<file path="src/sv/mift_pkg.sv">
// shared types, codes and helper functions of the masked ip filter table
package mift_pkg;

	localparam logic [1:0] OP_CHECK  = 2'd0;
	localparam logic [1:0] OP_ADD    = 2'd1;
	localparam logic [1:0] OP_REMOVE = 2'd2;

	localparam logic [2:0] ST_CHECKED   = 3'd0;
	localparam logic [2:0] ST_ADDED     = 3'd1;
	localparam logic [2:0] ST_FULL      = 3'd2;
	localparam logic [2:0] ST_REMOVED   = 3'd3;
	localparam logic [2:0] ST_NOT_FOUND = 3'd4;

	localparam logic [31:0] FREE_PATTERN = 32'hffff_ffff;

	typedef struct packed {
		logic load;
		logic read;
		logic hit_act;
		logic miss_act;
		logic shift_run;
		logic shift_end;
	} cmd_t;

	typedef struct packed {
		logic hit;
		logic at_end;
		logic drained;
		logic is_remove;
	} sts_t;

	function automatic logic [3:0] octet_mask_of(input logic [31:0] a);
		logic [3:0] m;
		m = '0;
		for (int k = 0; k < 4; k++) begin
			m[k] = (a[8*k +: 8] != 8'd0);
		end
		return m;
	endfunction

	function automatic logic [31:0] expand_mask(input logic [3:0] m);
		logic [31:0] r;
		r = '0;
		for (int k = 0; k < 4; k++) begin
			r[8*k +: 8] = {8{m[k]}};
		end
		return r;
	endfunction

endpackage

</file>
<file path="src/sv/mift_ctrl.sv">
// controller state machine: sequences scan, shift and result of one item
module mift_ctrl (
	input  logic          clk,
	input  logic          arst_n,
	input  logic          start,
	output logic          busy,
	output mift_pkg::cmd_t cmd,
	input  mift_pkg::sts_t sts
);
	import mift_pkg::*;

	typedef enum logic [1:0] {
		S_IDLE,
		S_SCAN,
		S_SHIFT
	} state_t;

	state_t state_q;
	state_t state_d;

	always_comb begin
		cmd     = '0;
		state_d = state_q;
		case (state_q)
			S_IDLE: begin
				if (start) begin
					cmd.load = 1'b1;
					state_d  = S_SCAN;
				end
			end
			S_SCAN: begin
				if (sts.hit) begin
					cmd.hit_act = 1'b1;
					state_d     = sts.is_remove ? S_SHIFT : S_IDLE;
				end else if (sts.drained) begin
					cmd.miss_act = 1'b1;
					state_d      = S_IDLE;
				end else begin
					cmd.read = !sts.at_end;
				end
			end
			S_SHIFT: begin
				if (sts.drained) begin
					cmd.shift_end = 1'b1;
					state_d       = S_IDLE;
				end else begin
					cmd.shift_run = 1'b1;
					cmd.read      = !sts.at_end;
				end
			end
			default: begin
				state_d = S_IDLE;
			end
		endcase
	end

	always_ff @(posedge clk or negedge arst_n) begin
		if (!arst_n) begin
			state_q <= S_IDLE;
		end else begin
			state_q <= state_d;
		end
	end

	assign busy = (state_q != S_IDLE);

endmodule

</file>
<file path="config.mk">
export PLATFORM = sky130hd
export DESIGN_NAME = mift_ctrl
export DESIGN_NICKNAME = d
export VERILOG_FILES = /design/src/sv/mift_pkg.sv /design/src/sv/mift_ctrl.sv
export SDC_FILE = /design/constraint.sdc
export NUM_CORES = 1
export LEC_CHECK = 0
export BUFFER_PORTS_ARGS = -buffer_cell sky130_fd_sc_hd__buf_2
export CORE_AREA = 2 2 39 41
export DETAILED_ROUTE_END_ITERATION = 6
export DIE_AREA = 0 0 41 43
export GPL_TIMING_DRIVEN = 0
export PLACE_DENSITY = 0.37
export SETUP_SLACK_MARGIN = 0.3
export SLEW_MARGIN = 10
export SYNTH_ARGS = -nofsm -noshare
export SYNTH_HDL_FRONTEND = slang
export SYNTH_SLANG_ARGS = --single-unit
</file>
<file path="constraint.sdc">
create_clock -name clk -period 1.9 [get_ports clk]
set_clock_uncertainty 0.15 [all_clocks]
set_input_delay 0.19 -clock clk [delete_from_list [all_inputs] [get_ports clk]]
set_output_delay 0.19 -clock clk [all_outputs]
set_load 0.05 [all_outputs]
</file>
==> results of run 1 <==
worst max path at each step:
stage / startpoint / to / cells past startpoint
global route: state_q[1] / cmd[4] / 6
detailed placement: state_q[1] / cmd[4] / 6
CTS: state_q[1] / cmd[4] / 6
floorplan: state_q[1] / cmd[4] / 5
global placement: state_q[1] / cmd[4] / 6
finish: state_q[1] / cmd[0] / 6
routing by layer:
layer	GRT usage	up-vias	part of all wire	wire length [um]
li1	-	128	-	-
met1	0.0981	111	0.41	261
met2	0.125	7	0.55	352
met3	0	0	0.039	25
met4	0.0800	0	0	0
met5	0	-	0	0
cell usage in the layout (no fill, tap or decap), drive strengths merged:
cell	netlist	layout
o21bai	1	1
nand2	2	2
o311ai	2	2
nor3b	1	1
clkbuf	0	3
or3	1	1
buf	0	18
nor2b	3	3
nand2b	1	1
inv	3	3
nand3	1	1
and2	4	4
dfrtp	2	2
ha	4	4
dlygate4sd3	0	1
stage by stage:
step                hold WS, ns  instance area [um^2]
floorplan                -0.256                   241
global placement         -0.176                   327
detailed placement       -0.172                   327
CTS                       0.125                   454
global route              0.134                   499
finish                    0.136                   499
layout make-up:
type,instances,area [um^2],area share
Tap cell,16,20.0,0.0401
Clock buffer,3,22.5,0.0451
Timing Repair Buffer,19,158,0.316
Inverter,3,13.8,0.0276
Sequential cell,2,51.3,0.103
Multi-Input combinational cell,20,234,0.469
kinds of logic (layout without fill, tap and decap cells):
logic type	after synthesis	after routing
adders and majority gates	4	4
and+or+nand+nor	13	13
AOI/OAI and AO/OA	3	3
buffers and inverters	3	25
DFF	2	2
cells in the mapped netlist:
cell      number  area, um^2
nand2_1        2        7.51
ha_1           4        50.1
o21bai_1       1        7.51
nor2b_1        1        6.26
nand3_1        1        5.00
dfrtp_1        2        50.1
and2_1         3        18.8
nor2b_4        1        13.8
nor3b_1        1        7.51
o311ai_1       2        17.5
inv_1          3        11.3
or3_1          1        6.26
and2_2         1        7.51
nor2b_2        1        8.76
nand2b_1       1        6.26
worst max-delay path: stages, from the launching register on:
cell	delay (ns)
dfrtp_1	0.39
buf_4	0.14
buf_6	0.11
ha_4	0.16
buf_4	0.13
and2_4	0.15
buf_8	0.14
power groups by stage:
stage	logic, mW	registers [mW]	clock network [mW]
2_1_floorplan	0.283	0.0741	0
3_5_place_dp	0.350	0.0792	0
5_1_grt	0.563	0.0930	0.112
6_report	0.523	0.0916	0.0966
3_3_place_gp	0.348	0.0791	0
4_1_cts	0.466	0.0873	0.106
repair_timing:
action,4_1_cts,5_1_grt
pin swaps,1,1
hold buffers,1,0
setup buffers,2,3
gates resized for setup,23,5
gates cloned,0,0
setup endpoints to repair,7,7
endpoints found under the hold margin,2,0
==> qor_table.md, run 1 <==
| Parameter | This run | Unit |
|---|---|---|
| Classification of the worst-slack hold path | input pin to async pin | - |
| Non-filler cells, final | 63 | - |
| Clock root buffer master | clkbuf_4 | - |
| Area fraction in compound gates after synthesis | 0.112 | - |
| Fraction of layout instances using a drive strength above 1 | 0.723 | - |
| Main combinational cell family by area after synthesis | simple AND/OR/NAND/NOR gates | - |
| Crit Path Max Fanout | 3 | - |
| Combinational share of power | 0.735 | - |
| Number of warnings issued by yosys | 0 | - |
| Max capacitance violation total | 0 | - |
| Clock Sinks | 2 | - |
| Worst-case vdd ir drop | 0.354 | mV |
| Power Dens Cells | 1430 | nW/um^2 |
| Initial DRC count | 0 | - |
| Reg-to-reg startpoint | state_q[1] | - |
| Worst reg2reg path endpoint | state_q[1] | - |
| Top-level port count | 14 | - |
| Antenna violations before repair | 0 | - |
| Clock power share | 0.136 | - |
| Count of nets left with antenna violations after detail routing | 0 | - |
| Inserted Clock Buffers | 3 | - |
| Share of the clock period used by the worst path | 0.943 | - |
| Worst EP required | 1.56 | ns |
| Full die area | 1760 | um^2 |
| Cell count of the worst reg-to-reg path | 5 | - |
| Switching fraction of total power | 0.467 | - |
| Post-Synthesis Cells | 25 | - |
| Static leakage | 0.230 | nW |
| Flop2flop setup slack | 0.28 | ns |
| Drt via density | 3.90 | - |
| CTS tree | built | - |
| HPWL after detailed placement | 436 | um |
| Core utilization of the finished layout | 0.361 | - |
| Peak Freq | 558 | MHz |
| Crit end category | primary output | - |
| First-pass GRT wire length | 979 | um |
| Worst Slack Setup Final | 0.108 | ns |
| Signed area change from the synthesized netlist to the final layout | 123 | % |
| Nature of the critical path startpoint | register | - |
| Final Max Tran Viols | 0 | - |
| Share of power burned in registers | 0.129 | - |
| Std-Cell Core Area | 1380 | um^2 |
| Pin count of the biggest net entering global routing | 5 | - |
| Final Hold Fails | 0 | - |
| Adder and majority cell fraction of the synthesized area | 0.223 | - |
| Number of antenna repair diodes | 0 | - |
| H-tree level count | 1 | - |
| Pre-CTS WS | 0.125 | ns |
| All-Layer GR Usage | 0.0829 | - |
| Register bit total from synthesis | 2 | - |
| Net total in the final layout | 60 | - |
| Number of detailed-route iterations in the first pass | 1 | - |
| Starting utilization of the core area | 0.162 | - |
| Top register by number of flip-flops | state_q | - |
| Row count | 14 | - |
| Startpoint-to-endpoint class of the critical path | register to primary output | - |
| Internal cell power | 379 | uW |
| Tightest Pin Transition | 0.287 | ns |
| Reg clk slew, reported paths | 0.03 | ns |
| Crit path DAT | 1.45 | ns |
| Number of buffers inserted by port buffering | 13 | - |
| Worst-case clock buffer depth | 2 | - |
| Syn nets | 36 | - |
| Post-layout power | 711 | uW |
| Synth Area in XOR/XNOR | 0 | - |
| Tmin final | 1.79 | ns |
| Summed instance area of the synthesized netlist | 224 | um^2 |
| DRC violation count after routing | 0 | - |
| Post-synthesis area per instance | 8.96 | um^2 |
| DIE WIDTH | 41 | um |
| Regs by FF count | state_q x2 | - |
| Total negative slack for setup checks | 0 | ns |
| FILL cells | 150 | - |
| Via count of the first global-routing pass | 265 | - |
| Count of endpoints failing setup in the final report | 0 | - |
| Total net switching power | 332 | uW |
| Post-synthesis mux area share | 0 | - |
| Count of cell types in the netlist | 15 | - |
| Height of the die | 43 | um |
| Post-Synth Simple-Gate Area | 0.391 | - |
| Result of the run | complete, no violations | - |
| Source-to-sink clock delay at the later pin of the worst-skew pair | 0.23 | ns |
| Max FFs per register | 2 | - |
| Remaining max-slew budget at the tightest pin | 0.805 | - |
| Proportion of synthesized chip area in sequential cells | 0.223 | - |
| GRT Residual Overflow | 0 | - |
| Post-Route WL | 639 | um |
| Weighted congestion at the end of routability-driven global placement | 0.619 | - |
| Vias after detailed routing | 246 | - |
| Cell Count Post-Placement | 54 | - |
| Setup repair after global routing missed its margin | yes | - |
| Wire length per cell after detailed routing | 10.1 | um |
Note: power is estimated with default switching activity, not from simulation.
==> run 2, diff against run 1 <==
- CELL_PAD_IN_SITES_DETAIL_PLACEMENT: not set -> 1
- CELL_PAD_IN_SITES_GLOBAL_PLACEMENT: not set -> 1
- HOLD_SLACK_MARGIN: not set -> 0.06
- PLACE_DENSITY: 0.37 -> 0.49
==> run 2 against run 1 <==
  * Critical path depth stayed put
  * Via count grew 4.5%
  * Non-clock buffer count grew 1
  * Highest routed layer unchanged
  * Clock power rose by 1%
  * Largest power group unchanged
  * Sequential cell count did not move
  * Global-route usage is 0.70 points higher
  * Count of clock-buffer cells in the layout did not move
  * Register-to-register slack barely moved
==> qor_table.md, run 2 (same netlist as run 1, synthesis figures left out) <==
| Parameter | This run | Unit | Delta |
|---|---|---|---|
| Count of endpoints failing setup in the final report | 0 | - | unchanged |
| Wire length per cell after detailed routing | 10.2 | um | +0.75% |
| Largest stage delay on the critical path | 0.39 | ns | about the same |
| Buffering stage count on the worst path with inverters included | 2 | - | -2 |
| List of cells traversed by the critical path | inv_2, ha_4, nor2b_4, o21bai_4, nor3b_4, buf_6 | - |  |
| Starting utilization of the core area | 0.162 | - | unchanged |
| Source-to-sink clock delay at the later pin of the worst-skew pair | 0.23 | ns | about the same |
| Static leakage | 0.233 | nW | +1.1% |
| Pin count of the biggest net entering global routing | 5 | - | unchanged |
| Number of detailed-route iterations in the first pass | 1 | - | unchanged |
| Net total in the final layout | 61 | - | +1.7% |
| H-tree level count | 1 | - | unchanged |
| Inserted Clock Buffers | 3 | - | unchanged |
| Drt via density | 4.02 | - | +2.8% |
| Number of antenna repair diodes | 0 | - | unchanged |
| Result of the run | complete, no violations | - |  |
| First-pass GRT wire length | 1080 | um | +9.9% |
| Crit path DAT | 1.46 | ns | about the same |
| Count of nets left with antenna violations after detail routing | 0 | - | unchanged |
| Share of the clock period used by the worst path | 0.947 | - | +0.00329 |
| Top library cells by usage in the layout, fill and taps aside | 6 x buf_2, 6 x buf_6, 6 x buf_4, 3 x clkbuf_4 | - |  |
| Number of buffers inserted by port buffering | 13 | - | unchanged |
| Reg-to-reg startpoint | state_q[1] | - |  |
| Remaining max-slew budget at the tightest pin | 0.807 | - | +0.00140 |
| Top-level port count | 14 | - | unchanged |
| GRT Residual Overflow | 0 | - | unchanged |
| DIE WIDTH | 41 | um | unchanged |
| Via count of the first global-routing pass | 296 | - | +12% |
| Crit end category | primary output | - |  |
| CTS tree | built | - |  |
| Pre-CTS WS | 0.119 | ns | -0.00578 ns |
| HPWL after detailed placement | 433 | um | -0.71% |
| Clock Sinks | 2 | - | unchanged |
| Worst EP required | 1.56 | ns | about the same |
| Full die area | 1760 | um^2 | unchanged |
| Startpoint-to-endpoint class of the critical path | register to primary output | - |  |
| Initial DRC count | 0 | - | unchanged |
| Row count | 14 | - | unchanged |
| Final Max Tran Viols | 0 | - | unchanged |
| Antenna violations before repair | 0 | - | unchanged |
| Worst Slack Setup Final | 0.102 | ns | -0.00626 ns |
| Tmin final | 1.80 | ns | +0.00626 ns |
| Nature of the critical path startpoint | register | - |  |
| DRC violation count after routing | 0 | - | unchanged |
| Setup repair after global routing missed its margin | yes | - |  |
| Peak Freq | 556 | MHz | -0.35% |
| Power Dens Cells | 1420 | nW/um^2 | -0.48% |
| Total negative slack for setup checks | 0 | ns | unchanged |
| Final Hold Fails | 0 | - | unchanged |
| Signed area change from the synthesized netlist to the final layout | 122 | % |  |
| Post-Route WL | 654 | um | +2.3% |
| Vias after detailed routing | 257 | - | +4.5% |
| Worst-case vdd ir drop | 0.349 | mV | -1.3% |
| Classification of the worst-slack hold path | input pin to async pin | - |  |
| All-Layer GR Usage | 0.0899 | - | +0.00699 |
| Fraction of layout instances using a drive strength above 1 | 0.750 | - | +0.0266 |
| Crit path max-delay cell type | dfrtp_1 | - |  |
| Family with the most delay on the worst path | flip-flops | - |  |
| Worst hold slack after final layout | 0.130 | ns | -0.00631 ns |
| Reg clk slew, reported paths | 0.03 | ns | about the same |
| Tightest Pin Transition | 0.285 | ns | -0.00207 ns |
| Regs by FF count | state_q x2 | - |  |
| Max capacitance violation total | 0 | - | unchanged |
| Top register by number of flip-flops | state_q | - |  |
| Height of the die | 43 | um | unchanged |
| Clock root buffer master | clkbuf_4 | - |  |
| Std-Cell Core Area | 1380 | um^2 | unchanged |
| Weighted congestion at the end of routability-driven global placement | 0.639 | - | +3.2% |
| First element of the critical path | state_q[1] | - |  |
| Worst-case clock buffer depth | 2 | - | unchanged |
| Crit Path Max Fanout | 3 | - | unchanged |
| Post-layout power | 706 | uW | -0.73% |
| Max FFs per register | 2 | - | unchanged |
-- run 2: report_power, final --
part	leakage (nW)	internal (mW)	switching (mW)
Combinational	0.194	0.250	0.271
Sequential	0.0247	0.0618	0.0262
Clock	0.0138	0.0701	0.0277
Total	0.233	0.382	0.325
-- run 2: path summary, 6_finish.rpt --
| kind | slack [ns] | endpoint | cells past startpoint |
|---|---|---|---|
| worst max-delay path | 0.10 | cmd[4] | 6 |
| worst min-delay path | 0.13 | state_q[1] | 2 |
| worst max register to register | 0.29 | state_q[1] | 5 |
| worst min register to register | 0.45 | state_q[0] | 2 |
| max in group asynchronous | 1.36 | state_q[0] | 2 |
| min in group clk | 0.16 | state_q[0] | 4 |
-- run 2: timing repair --
action | CTS | global route
hold buffers | 1 | 0
hold endpoints to repair | 2 | 0
buffers inserted | 4 | 2
pin swaps | 1 | 0
setup endpoints to repair | 7 | 8
resized for setup | 22 | 5
gates cloned | 0 | 0
-- run 2: per-layer routing --
| metal | wire length, um | vias up | GRT usage | part of all wire |
|---|---|---|---|---|
| met2 | 382 | 7 | 0.156 | 0.58 |
| li1 | - | 130 | - | - |
| met1 | 241 | 120 | 0.0886 | 0.37 |
| met5 | 0 | - | 0 | 0 |
| met4 | 0 | 0 | 0.0800 | 0 |
| met3 | 29 | 0 | 0 | 0.044 |
-- run 2: area by class of cell --
type                    instances  area (um^2)
clock buffers                   3         22.5
inverters                       3         11.3
multi-input cells              20          225
well taps                      16         20.0
flip-flops and latches          2         51.3
fillers                       164          886
repair buffers                 20          168
-- run 2: metrics by stage --
stage               instances  area, um^2  utilization
floorplan                  25         241            -
global placement           54         327        0.236
detailed placement         54         327        0.236
CTS                        62         469        0.339
global route               64         498        0.360
finish                     64         498        0.360
==> run 3, diff against run 2 <==
- BUFFER_PORTS_ARGS: -buffer_cell sky130_fd_sc_hd__buf_2 -> not set
- DONT_BUFFER_PORTS: not set -> 1
- PLACE_DENSITY: 0.49 -> 0.36
==> run 3 against run 2 <==
  * Wire length shrank 8.3%
  * Total power shrank 6.9%
  * Sequential cell count is the same
  * Register-to-register slack gained 0.03 ns
  * The flow now finishes with violations (negative setup slack)
  * Highest routed layer unchanged
  * Fmax shrank 5.8%
  * Global-route usage shrank 0.37 points
  * Largest cell class unchanged
  * First-iteration DRC count grew 1
  * Non-clock buffer count shrank 12
  * Sequential share of layout area grew 1.6 points
  * Combinational power shrank 8.3%
  * Cell count shrank 19%
  * Worst setup slack lost 0.11 ns
==> qor_table.md, run 3 (same netlist as run 1, synthesis figures left out) <==
| Parameter | This run | Unit | Delta |
|---|---|---|---|
| Result of the run | finished, violations left | - |  |
| Failing checks | negative setup slack | - |  |
| Number of antenna repair diodes | 0 | - | unchanged |
| Height of the die | 43 | um | unchanged |
| DRC violation count after routing | 0 | - | unchanged |
| Clock root buffer master | clkbuf_4 | - |  |
| Multi-input gate area in the final layout | 250 | um^2 | +11% |
| Tightest Pin Transition | 0.562 | ns | +0.277 ns |
| Count of nets left with antenna violations after detail routing | 0 | - | unchanged |
| Final Max Tran Viols | 0 | - | unchanged |
| Peak Freq | 524 | MHz | -5.8% |
| Signed area change from the synthesized netlist to the final layout | 92.2 | % |  |
| Instance count along the most critical hold path | 3 | - |  |
| Crit Path Max Fanout | 3 | - | unchanged |
| Full die area | 1760 | um^2 | unchanged |
| DIE WIDTH | 41 | um | unchanged |
| Worst EP required | 1.56 | ns | about the same |
| Worst-case vdd ir drop | 0.482 | mV | +38% |
| Reg clk slew, reported paths | 0.03 | ns | about the same |
| Crit path DAT | 1.57 | ns | +0.11 ns |
| Crit end category | primary output | - |  |
| Post-layout power | 657 | uW | -6.9% |
| GRT Residual Overflow | 0 | - | unchanged |
| Top register by number of flip-flops | state_q | - |  |
| Non-filler cells, final | 52 | - | -19% |
| FILL cells | 152 | - | -7.3% |
| Classification of the worst-slack hold path | input pin to register | - |  |
| Max capacitance violation total | 0 | - | unchanged |
| Power Dens Cells | 1530 | nW/um^2 | +7.7% |
| Initial DRC count | 1 | - | +1 |
| Antenna violations before repair | 0 | - | unchanged |
| Final Hold Fails | 0 | - | unchanged |
| Share of the clock period used by the worst path | 1.00 | - | +0.0584 |
| Row count | 14 | - | unchanged |
| Max FFs per register | 2 | - | unchanged |
| Clock Sinks | 2 | - | unchanged |
| H-tree level count | 1 | - | unchanged |
| Std-Cell Core Area | 1380 | um^2 | unchanged |
| Cell Count Post-Placement | 41 | - | -24% |
| Nature of the critical path startpoint | register | - |  |
| Top-level port count | 14 | - | unchanged |
| Pin count of the biggest net entering global routing | 5 | - | unchanged |
| Number of buffers inserted by port buffering | 0 | - | -13 |
| Commonest non-fill, non-tap cell in the layout | buf_4 | - |  |
| Static leakage | 0.170 | nW | -27% |
| CTS tree | built | - |  |
| Net total in the final layout | 49 | - | -20% |
| Pre-CTS WS | 0.0559 | ns | -0.0632 ns |
| Fraction of layout instances using a drive strength above 1 | 0.694 | - | -0.0556 |
| HPWL after detailed placement | 404 | um | -6.7% |
| Vias after detailed routing | 215 | - | -16% |
| Regs by FF count | state_q x2 | - |  |
| Cell count of the worst reg-to-reg path | 5 | - | unchanged |
| Weighted congestion at the end of routability-driven global placement | 0.627 | - | -1.9% |
| Worst Slack Setup Final | -0.00931 | ns | -0.111 ns |
| Source-to-sink clock delay at the later pin of the worst-skew pair | 0.22 | ns | about the same |
| Post-Route WL | 600 | um | -8.3% |
| Remaining max-slew budget at the tightest pin | 0.625 | - | -0.182 |
| Via count of the first global-routing pass | 248 | - | -16% |
| Wire length per cell after detailed routing | 11.5 | um | +13% |
| Inserted Clock Buffers | 3 | - | unchanged |
| Tmin final | 1.91 | ns | +0.111 ns |
| Number of detailed-route iterations in the first pass | 2 | - | +1 |
| Startpoint-to-endpoint class of the critical path | register to primary output | - |  |
| Count of endpoints failing setup in the final report | 1 | - | +1 |
| Worst-case clock buffer depth | 2 | - | unchanged |
| First-pass GRT wire length | 917 | um | -15% |
| Drt via density | 4.13 | - | +3.0% |
| All-Layer GR Usage | 0.0863 | - | -0.00365 |
| Starting utilization of the core area | 0.162 | - | unchanged |
| Reg area | 51.3 | um^2 | unchanged |
| Setup repair after global routing missed its margin | yes | - |  |
[run 3: cell types whose count changed in the layout (fill, tap and decap cells not counted), sizes merged]
cell	delta
buf	-14
dlygate4sd3	+2
clkinvlp	+1
inv	-1
[run 3: routing by layer]
layer,global-route usage,vias up,share of wire
met1,0.0737,103,0.35
met4,0.100,0,0
li1,-,105,-
met2,0.131,7,0.60
met3,0.0314,0,0.042
met5,0,-,0
[run 3: path summary, 6_finish.rpt]
check,startpoint,end,slack (ns)
min reg2reg,state_q[0],state_q[0],0.47
max in group asynchronous,arst_n,state_q[0],0.87
max reg2reg,state_q[1],state_q[1],0.32
max,state_q[1],cmd[4],-0.009
min,sts[0],state_q[1],0.1
min in group asynchronous,arst_n,state_q[1],0.59
[run 3: through the flow]
stage / setup TNS, ns / utilization / hold slack (ns) / instance area, um^2
final: -0.00931 / 0.311 / 0.0985 / 430
after global routing: -0.0745 / 0.311 / 0.134 / 430
after CTS: -0.0347 / 0.285 / 0.0798 / 394
after detailed placement: 0 / 0.189 / -0.256 / 262
after global placement: 0 / 0.189 / -0.256 / 262
after floorplan: 0 / - / -0.256 / 241
[run 3: final cells by class]
| type | instances | share of cell area |
|---|---|---|
| Timing Repair Buffer | 8 | 0.166 |
| Sequential cell | 2 | 0.119 |
| Clock buffer | 3 | 0.0523 |
| Inverter | 3 | 0.0349 |
| Tap cell | 16 | 0.0465 |
| Multi-Input combinational cell | 20 | 0.581 |
[run 3: worst max-delay path: stages, from the launching register on]
cell and delay [ns]:
dfrtp_1 0.38, inv_2 0.08, ha_4 0.13, nor2b_4 0.17, o21bai_4 0.09, nor3b_4 0.50
[run 3: repair_timing]
item	CTS	global route
endpoints found under the setup margin	7	5
pin swaps	3	4
buffers inserted	2	3
endpoints found under the hold margin	4	0
resized for setup	17	4
hold buffers	3	0
[run 3: power by group]
| part | internal [mW] | leakage, nW | total (mW) | switching [mW] |
|---|---|---|---|---|
| combinational | 0.205 | 0.131 | 0.477 | 0.272 |
| clock | 0.0696 | 0.0138 | 0.0933 | 0.0236 |
| sequential | 0.0619 | 0.0247 | 0.0869 | 0.0251 |
